<file path="src/design/u8d_pkg.sv">
// shared types, constants and byte classification for the utf-8 decoder
// no dependencies
`default_nettype none

package u8d_pkg;

   localparam int CP_W       = 21;
   localparam int BYTE_W     = 8;
   localparam int HOLD_DEPTH = 4;
   localparam int CNT_W      = $clog2(HOLD_DEPTH + 1);
   localparam int IDX_W      = $clog2(HOLD_DEPTH);
   localparam int EXTRA_W    = 2;
   localparam int CONT_BITS  = 6;

   localparam logic [CP_W-1:0] REPL_RESET = 21'h00FFFD;

   // byte class: plain ascii, lead of a 2/3/4 byte sequence, or stray
   typedef enum logic [2:0] {
      CLS_SINGLE = 3'd0,
      CLS_LEAD2  = 3'd1,
      CLS_LEAD3  = 3'd2,
      CLS_LEAD4  = 3'd3,
      CLS_STRAY  = 3'd4
   } cls_type;

   typedef struct packed {
      logic start;
      logic step;
   } asm_ctrl_type;

   typedef struct packed {
      logic [IDX_W-1:0] idx;
      logic             last;
      logic             bad;
   } asm_status_type;

   function automatic cls_type classify(input logic [BYTE_W-1:0] b);
      cls_type c;
      if (!b[7]) begin
         c = CLS_SINGLE;
      end else if (b[7:5] == 3'b110) begin
         c = CLS_LEAD2;
      end else if (b[7:4] == 4'b1110) begin
         c = CLS_LEAD3;
      end else if (b[7:3] == 5'b11110) begin
         c = CLS_LEAD4;
      end else begin
         c = CLS_STRAY;
      end
      return c;
   endfunction

   // continuation bytes a lead class asks for
   function automatic logic [EXTRA_W-1:0] extra_of(input cls_type c);
      logic [2:0] v;
      v = c;
      return v[EXTRA_W-1:0];
   endfunction

   // payload bits carried by a lead byte
   function automatic logic [CP_W-1:0] lead_payload(input logic [BYTE_W-1:0] b);
      logic [CP_W-1:0] p;
      case (classify(b))
         CLS_LEAD2: p = CP_W'(b[4:0]);
         CLS_LEAD3: p = CP_W'(b[3:0]);
         CLS_LEAD4: p = CP_W'(b[2:0]);
         default:   p = '0;
      endcase
      return p;
   endfunction

   function automatic logic is_cont(input logic [BYTE_W-1:0] b);
      return b[7:6] == 2'b10;
   endfunction

endpackage

`default_nettype wire

</file>
<file path="src/design/utf8_codepoint_decoder.sv">
// streaming utf-8 decoder top level: hold buffer, sequencer, result staging
// depends on u8d_pkg and u8d_assembler
`default_nettype none

// utf8_codepoint_decoder takes one text byte per req beat (req_text_end marks
// the final byte of a text) and gives zero to four code points per byte on the
// rsp channel, with rsp_run_last set on the last result a byte causes. ascii
// passes through; 2, 3 and 4 byte sequences are held until complete and then
// checked and merged one continuation byte per cycle by a shared shift-merge
// unit. stray bytes, bad continuations and sequences cut off by the end of the
// text give the value of the replacement register (csr beat, reset 0xFFFD)
// with rsp_replaced set. a bad continuation consumes only the lead byte and
// the held bytes behind it are scanned again. one byte is worked at a time and
// req_stall is high meanwhile: the sequencer scans the held buffer, then the
// single shift-merge unit checks and merges each continuation byte in turn, and
// a bad continuation forces a rescan; a stalled rsp side holds the work longer.
// the replacement register should be written only while the block is idle.
module utf8_codepoint_decoder (
   input  wire logic                          clock,
   input  wire logic                          reset,
   // byte input
   input  wire logic                          req_valid,
   output logic                               req_stall,
   input  wire logic [u8d_pkg::BYTE_W-1:0]    req_text_byte,
   input  wire logic                          req_text_end,
   // code point output
   output logic                               rsp_valid,
   input  wire logic                          rsp_stall,
   output logic [u8d_pkg::CP_W-1:0]           rsp_code_point,
   output logic                               rsp_replaced,
   output logic                               rsp_run_last,
   // replacement register write
   input  wire logic                          csr_valid,
   output logic                               csr_ready,
   input  wire logic [u8d_pkg::CP_W-1:0]      csr_replacement_code
);
   import u8d_pkg::*;

   typedef enum logic [1:0] {
      ST_IDLE,
      ST_SCAN,
      ST_ASSEMBLE
   } state_type;

   state_type           state_ff, state_in;
   logic [BYTE_W-1:0]   held_ff [HOLD_DEPTH];
   logic [BYTE_W-1:0]   held_in [HOLD_DEPTH];
   logic [CNT_W-1:0]    count_ff, count_in;
   logic                end_ff, end_in;
   logic [CP_W-1:0]     repl_ff, repl_in;

   // one result held back until we know whether it is the byte's last
   logic                pend_valid_ff, pend_valid_in;
   logic [CP_W-1:0]     pend_cp_ff, pend_cp_in;
   logic                pend_rep_ff, pend_rep_in;

   // output register
   logic                rsp_valid_ff, rsp_valid_in;
   logic [CP_W-1:0]     rsp_cp_ff, rsp_cp_in;
   logic                rsp_rep_ff, rsp_rep_in;
   logic                rsp_last_ff, rsp_last_in;

   // shared shift-merge unit
   asm_ctrl_type        asm_ctrl;
   asm_status_type      asm_status;
   logic [CP_W-1:0]     asm_cp;
   logic [BYTE_W-1:0]   cont_byte;

   // head of the hold buffer
   logic [BYTE_W-1:0]   head;
   cls_type             head_cls;
   logic [CNT_W-1:0]    seq_len;

   assign head      = held_ff[0];
   assign head_cls  = classify(head);
   assign seq_len   = CNT_W'(extra_of(head_cls)) + CNT_W'(1);
   assign cont_byte = held_ff[asm_status.idx];

   u8d_assembler u_assembler (
      .clock      (clock),
      .reset      (reset),
      .ctrl       (asm_ctrl),
      .lead_byte  (head),
      .cont_byte  (cont_byte),
      .status     (asm_status),
      .code_point (asm_cp)
   );

   assign req_stall      = (state_ff != ST_IDLE);
   assign csr_ready      = 1'b1;
   assign rsp_valid      = rsp_valid_ff;
   assign rsp_code_point = rsp_cp_ff;
   assign rsp_replaced   = rsp_rep_ff;
   assign rsp_run_last   = rsp_last_ff;

   always_comb begin
      logic             slot_free;
      logic             can_emit;
      logic             want_emit;
      logic [CP_W-1:0]  emit_cp;
      logic             emit_rep;
      logic [CNT_W-1:0] drop;
      logic             clear;
      logic             finish;
      logic [CNT_W-1:0] src;

      state_in      = state_ff;
      held_in       = held_ff;
      count_in      = count_ff;
      end_in        = end_ff;
      repl_in       = csr_valid ? csr_replacement_code : repl_ff;
      pend_valid_in = pend_valid_ff;
      pend_cp_in    = pend_cp_ff;
      pend_rep_in   = pend_rep_ff;
      rsp_valid_in  = rsp_valid_ff;
      rsp_cp_in     = rsp_cp_ff;
      rsp_rep_in    = rsp_rep_ff;
      rsp_last_in   = rsp_last_ff;
      asm_ctrl      = '0;

      want_emit = 1'b0;
      emit_cp   = repl_ff;
      emit_rep  = 1'b1;
      drop      = '0;
      clear     = 1'b0;
      finish    = 1'b0;
      src       = '0;

      // output beat taken
      if (rsp_valid_ff && !rsp_stall) begin
         rsp_valid_in = 1'b0;
      end
      slot_free = !rsp_valid_ff || !rsp_stall;
      can_emit  = !pend_valid_ff || slot_free;

      case (state_ff)
         ST_IDLE: begin
            if (req_valid) begin
               held_in[count_ff[IDX_W-1:0]] = req_text_byte;
               count_in = count_ff + CNT_W'(1);
               end_in   = req_text_end;
               state_in = ST_SCAN;
            end
         end
         ST_SCAN: begin
            if (count_ff == '0) begin
               finish = 1'b1;
            end else begin
               case (head_cls)
                  CLS_SINGLE: begin
                     want_emit = 1'b1;
                     emit_cp   = CP_W'(head);
                     emit_rep  = 1'b0;
                     drop      = CNT_W'(1);
                  end
                  CLS_STRAY: begin
                     want_emit = 1'b1;
                     drop      = CNT_W'(1);
                  end
                  default: begin
                     if (count_ff < seq_len) begin
                        // sequence incomplete: wait, or give it up at end of text
                        if (end_ff) begin
                           want_emit = 1'b1;
                           clear     = 1'b1;
                        end else begin
                           finish = 1'b1;
                        end
                     end else begin
                        asm_ctrl.start = 1'b1;
                        state_in       = ST_ASSEMBLE;
                     end
                  end
               endcase
            end
         end
         ST_ASSEMBLE: begin
            if (asm_status.bad) begin
               // bad continuation: drop only the lead and rescan the rest
               want_emit = 1'b1;
               drop      = CNT_W'(1);
            end else if (asm_status.last) begin
               want_emit = 1'b1;
               emit_cp   = asm_cp;
               emit_rep  = 1'b0;
               drop      = seq_len;
            end else begin
               asm_ctrl.step = 1'b1;
            end
         end
         default: begin
            state_in = ST_IDLE;
         end
      endcase

      // new result: the held-back one goes out as not last
      if (want_emit && can_emit) begin
         if (pend_valid_ff) begin
            rsp_valid_in = 1'b1;
            rsp_cp_in    = pend_cp_ff;
            rsp_rep_in   = pend_rep_ff;
            rsp_last_in  = 1'b0;
         end
         pend_valid_in = 1'b1;
         pend_cp_in    = emit_cp;
         pend_rep_in   = emit_rep;
         state_in      = ST_SCAN;
         if (clear) begin
            count_in = '0;
         end else begin
            count_in = count_ff - drop;
            for (int i = 0; i < HOLD_DEPTH; i++) begin
               src = CNT_W'(i) + drop;
               if (src < CNT_W'(HOLD_DEPTH)) begin
                  held_in[i] = held_ff[src[IDX_W-1:0]];
               end
            end
         end
      end

      // byte done: the held-back result is its last
      if (finish) begin
         if (!pend_valid_ff) begin
            state_in = ST_IDLE;
         end else if (slot_free) begin
            rsp_valid_in  = 1'b1;
            rsp_cp_in     = pend_cp_ff;
            rsp_rep_in    = pend_rep_ff;
            rsp_last_in   = 1'b1;
            pend_valid_in = 1'b0;
            state_in      = ST_IDLE;
         end
      end
   end

   always_ff @(posedge clock) begin
      if (reset) begin
         state_ff      <= ST_IDLE;
         count_ff      <= '0;
         end_ff        <= 1'b0;
         repl_ff       <= REPL_RESET;
         pend_valid_ff <= 1'b0;
         rsp_valid_ff  <= 1'b0;
      end else begin
         state_ff      <= state_in;
         count_ff      <= count_in;
         end_ff        <= end_in;
         repl_ff       <= repl_in;
         pend_valid_ff <= pend_valid_in;
         rsp_valid_ff  <= rsp_valid_in;
      end
      held_ff     <= held_in;
      pend_cp_ff  <= pend_cp_in;
      pend_rep_ff <= pend_rep_in;
      rsp_cp_ff   <= rsp_cp_in;
      rsp_rep_ff  <= rsp_rep_in;
      rsp_last_ff <= rsp_last_in;
   end

`ifndef ASSERT_OFF
   // nothing may be left held back once the byte is finished
   a_idle_no_pending: assert property (@(posedge clock) disable iff (reset)
      (state_ff == ST_IDLE) |-> !pend_valid_ff)
      else $error("held-back result left over in idle");

   // end of text leaves the hold buffer empty
   a_end_clears: assert property (@(posedge clock) disable iff (reset)
      (state_ff == ST_IDLE && end_ff) |-> (count_ff == '0))
      else $error("bytes still held after end of text");

   // there is always room for the next byte when idle
   a_idle_room: assert property (@(posedge clock) disable iff (reset)
      (state_ff == ST_IDLE) |-> (count_ff < CNT_W'(HOLD_DEPTH)))
      else $error("hold buffer full in idle");
`endif

endmodule

`default_nettype wire

</file>
<file path="src/design/u8d_assembler.sv">
// shift-and-merge unit that builds a code point one continuation byte a cycle while stepped
// depends on u8d_pkg
`default_nettype none

module u8d_assembler (
   input  wire logic                          clock,
   input  wire logic                          reset,
   input  wire u8d_pkg::asm_ctrl_type         ctrl,
   input  wire logic [u8d_pkg::BYTE_W-1:0]    lead_byte,
   input  wire logic [u8d_pkg::BYTE_W-1:0]    cont_byte,
   output u8d_pkg::asm_status_type            status,
   output logic [u8d_pkg::CP_W-1:0]           code_point
);
   import u8d_pkg::*;

   logic [CP_W-1:0]    cp_ff,    cp_in;
   logic [IDX_W-1:0]   idx_ff,   idx_in;
   logic [EXTRA_W-1:0] extra_ff, extra_in;

   // value with the current continuation merged in
   assign code_point  = {cp_ff[CP_W-CONT_BITS-1:0], cont_byte[CONT_BITS-1:0]};
   assign status.idx  = idx_ff;
   assign status.last = (IDX_W'(extra_ff) == idx_ff);
   assign status.bad  = !is_cont(cont_byte);

   always_comb begin
      cp_in    = cp_ff;
      idx_in   = idx_ff;
      extra_in = extra_ff;
      if (ctrl.start) begin
         cp_in    = lead_payload(lead_byte);
         idx_in   = IDX_W'(1);
         extra_in = extra_of(classify(lead_byte));
      end else if (ctrl.step) begin
         cp_in  = code_point;
         idx_in = idx_ff + IDX_W'(1);
      end
   end

   always_ff @(posedge clock) begin
      if (reset) begin
         idx_ff   <= IDX_W'(1);
         extra_ff <= '0;
      end else begin
         idx_ff   <= idx_in;
         extra_ff <= extra_in;
      end
      cp_ff <= cp_in;
   end

endmodule

`default_nettype wire

</file>
<file path="config.mk">
export PLATFORM = sky130hd
export DESIGN_NAME = utf8_codepoint_decoder
export DESIGN_NICKNAME = d
export VERILOG_FILES = /design/src/design/u8d_pkg.sv /design/src/design/utf8_codepoint_decoder.sv /design/src/design/u8d_assembler.sv
export SDC_FILE = /design/constraint.sdc
export NUM_CORES = 1
export LEC_CHECK = 0
export ABC_AREA = 1
export BUFFER_PORTS_ARGS = -buffer_cell sky130_fd_sc_hd__buf_4
export CORE_MARGIN = 4
export CORE_UTILIZATION = 25
export CTS_BUF_LIST = sky130_fd_sc_hd__clkbuf_16
export CTS_CLUSTER_SIZE = 25
export DETAILED_ROUTE_END_ITERATION = 8
export GPL_ROUTABILITY_DRIVEN = 1
export SLEW_MARGIN = 20
export SYNTH_ARGS = -nofsm -noshare
export SYNTH_HDL_FRONTEND = slang
export SYNTH_HIERARCHICAL = 1
export SYNTH_SLANG_ARGS = --single-unit
</file>
<file path="constraint.sdc">
create_clock -name clock -period 4.1 [get_ports clock]
set_input_delay 0.82 -clock clock [delete_from_list [all_inputs] [get_ports clock]]
set_output_delay 0.82 -clock clock [all_outputs]
set_load 0.01 [all_outputs]
</file>
==> flow_summary_export.csv <==
group,metric,value,unit
placement,hpwl,13700,um
cts,cts_setup_buffers,0,
worst_setup_path,startpoint_type,"flop",
worst_setup_path,rr_worst_depth,18,
detailed_routing,drc,0,
timing,fmax,0.286,GHz
layout,multi_input_area,3360,um^2
detailed_routing,firstDrtPassIters,4,
layout,fin_nets,1041,
floorplanning,rows,60,
synth,synth_nets,1001,
worst_setup_path,path_class,"reg -> reg",
synth,syn_area,6910,um^2
floorplanning,num_io_pins,61,
power_and_ir_drop,combPwrFrac,0.332,
floorplanning,die_area,30300,um^2
worst_setup_path,worst-path-max-fanout,60,
power_and_ir_drop,clkPwrFrac,0.299,
power_and_ir_drop,p_leak,3.77,nW
timing,period_minus_slack,3.50,ns
cts,cts_made_buffers,17,
global_route,grt_pass1_wl,30500,um
global_route,grt_max_degree,61,
detailed_routing,routedWlPerCell,13.8,um
synth,synth_edf_count,37,
cts,root_buffer,"clkbuf_16",
floorplanning,die_x,174,um
cts,post_cts_resized,0,
layout,fillerInstances,2913,
power_and_ir_drop,power_density,615,nW/um^2
timing,slew_headroom,0.267,
timing,worst_pin_slew,1.10,ns
cts,clk_latency,0.43,ns
timing,fin_crit_sh,0.854,
timing,rsz0062_at_grt,"false",
synth,synth_ff_type,"dfxtp_1",
floorplanning,start_util,0.255,
cts,clock_tree.buffer_depth,2,
placement,gp_congestion,0.859,
worst_hold_path,hold_depth,2,
power_and_ir_drop,p_total,0.00506,W
cts,cts_hold_buf,0,
timing,slew_violations,0,
synth,synthDistinctLibCells,42,
timing,fin_setup_tns,0,ns
placement,portBuffers,59,
worst_setup_path,end_kind,"flop",
layout,layout-drive-gt1-share,0.132,
power_and_ir_drop,p_switching,0.00204,W
power_and_ir_drop,ir_worst_vdd,0.000369,V
worst_hold_path,hold_path_class,"reg -> reg",
detailed_routing,vias_per_cell,4.52,
worst_setup_path,r2r_start,"u_assembler/idx_ff[0]$_SDFFE_PP1P_",
cts,cts.sinks,125,
detailed_routing,wl,18900,um
global_route,grt_pass1_vias,5655,
run,cap_violations,0,
floorplanning,die_y,174,um
synth,postSynthCellCount,949,
worst_setup_path,cp.required,4.46,ns
cts,clk_transition_reported_paths,0.07,ns
cts,cts_tree,"done",
detailed_routing,ant_nets,0,
power_and_ir_drop,p_int,0.00302,W
timing,hold_viol,0,
global_route,grt-ovfl-total,0,
layout,ff_latch_area,2870,um^2
worst_hold_path,worstHoldStart,"rsp_code_point[14]$_DFF_P_",
status,status,"completed",
layout,antenna_cells,0,
layout,syn2layout_area_growth,19.0,%
synth,postSynthAreaPerCell,7.28,um^2
power_and_ir_drop,p_sw_frac,0.403,
detailed_routing,num_vias,6215,
timing,skew,0.0192,ns
global_route,grtUsageTotal,0.123,
detailed_routing,drt_iter0_drc,474,
floorplanning,coreArea,27100,um^2
synth,synth-seq-cells,125,
timing,finalSetupViolCount,0,
worst_setup_path,startpoint,"u_assembler/idx_ff[0]$_SDFFE_PP1P_",
worst_setup_path,cp.arrival,3.86,ns
cts,h-tree-depth,4,
global_route,antenna_found_initial,0,
power_and_ir_drop,pwr-share-seq,0.369,
synth,synth_warnings,6,
synth,ys_seq_area_frac,0.416,
synth,ys_async_sr_fraction,0,
## final timing paths
path / end / slack [ns]
worst max-delay path: held_ff[18]$_DFF_P_ / 0.60
worst min register to register: rsp_code_point[14]$_DFF_P_ / 0.45
worst max register to register: held_ff[18]$_DFF_P_ / 0.60
worst min-delay path: rsp_code_point[14]$_DFF_P_ / 0.45
## synthesized netlist by cell type, types with 9 or more instances
master	count	area (um^2)
a21oi_1	41	205
buf_4	11	82.6
clkbuf_1	24	90.1
dfxtp_1	88	1760
edfxtp_1	37	1110
ha_1	16	200
inv_1	103	387
nand2_1	284	1070
nand2_2	9	56.3
nand3_1	46	230
nor2_1	48	180
o211ai_1	27	203
o21ai_0	134	671
## sequential cells by signal, summed over array words and instances (netlist names)
| signal | count |
|---|---|
| pend_cp_ff | 21 |
| u_assembler/extra_ff | 2 |
| count_ff | 3 |
| pend_valid_ff | 1 |
| pend_rep_ff | 1 |
| u_assembler/cp_ff | 15 |
| rsp_code_point | 21 |
| repl_ff | 21 |
| rsp_valid | 1 |
| rsp_replaced | 1 |
| end_ff | 1 |
| rsp_run_last | 1 |
| head | 8 |
| u_assembler/idx_ff | 2 |
| held_ff | 24 |
| state_ff | 2 |
## stage by stage
step	utilization	hold WS (ns)	std cells	setup WS (ns)	cell area (um^2)
finish	0.303	0.447	1374	0.598	8220
global placement	0.281	0.430	1342	0.737	7630
global route	0.303	0.472	1374	0.151	8220
detailed placement	0.281	0.434	1342	0.664	7630
floorplan	-	0.424	949	0.783	6910
CTS	0.303	0.451	1374	0.631	8220
## cell usage in the layout, fill, tap and decap left out, drive strengths merged
cell type and instances:
o21bai 1, xnor2 1, ha 16, a32o 7, nand2 298, a32oi 6
inv 119, fa 1, mux2i 6, or2 1, a21oi 41, nand4 2
edfxtp 37, a31oi 1, o211ai 27, o21ai 136, conb 1, clkinvlp 1
nor2 52, o22ai 1, o21a 1, nand3 50, clkinv 6, xor2 7
nor3 8, dfxtp 88, a221oi 1, nand3b 1, buf 68, clkbuf 17
## logic make-up after synthesis
| logic type | after synthesis | synth area share |
|---|---|---|
| muxes | 6 | 0.00870 |
| and+or+nand+nor | 412 | 0.253 |
| xor gates and xnor gates | 8 | 0.0101 |
| buffers and inverters | 158 | 0.0975 |
| AOI/OAI and AO/OA | 222 | 0.183 |
| adders and majority gates | 17 | 0.0319 |
| other | 1 | 0.000543 |
| DFF | 125 | 0.416 |
## critical path, stage by stage (launching register included)
cell and delay (ns):
dfxtp_1 0.56, inv_1 0.37, o21ai_0 0.26, a21oi_1 0.06, a21oi_1 0.15, inv_1 0.06
nand2_1 0.09, inv_1 0.07, a21oi_1 0.17, o21ai_1 0.08, nand2_1 0.07, nand2_2 0.06
buf_4 0.29, ha_1 0.36, inv_1 0.36, o211ai_1 0.15, o21ai_0 0.10, nand2_1 0.07
nand2_1 0.08
## layout make-up
type	instances	share of cell area
clock buffers	17	0.0517
well taps	372	0.0566
multi-input cells	666	0.409
inverters	111	0.0507
repair buffers	68	0.0621
flip-flops and latches	125	0.349
clock inverters	15	0.0207
## power groups by stage
stage,sequential (W),clock [W],combinational [W]
2_1_floorplan,0.00181,0,0.00121
3_3_place_gp,0.00188,0,0.00164
3_5_place_dp,0.00188,0,0.00166
4_1_cts,0.00186,0.00154,0.00167
5_1_grt,0.00190,0.00160,0.00193
6_report,0.00187,0.00151,0.00168
## layer usage
metal | GRT usage | part of all wire | vias to the layer above | wire [um]
met2 | 0.187 | 0.43 | 173 | 8090
met1 | 0.178 | 0.50 | 2823 | 9400
li1 | - | - | 3199 | -
met4 | 0.0280 | 0.012 | 0 | 230
met5 | 0 | 0 | - | 0
met3 | 0.0287 | 0.064 | 20 | 1210
Note: power is estimated with default switching activity, not from simulation.
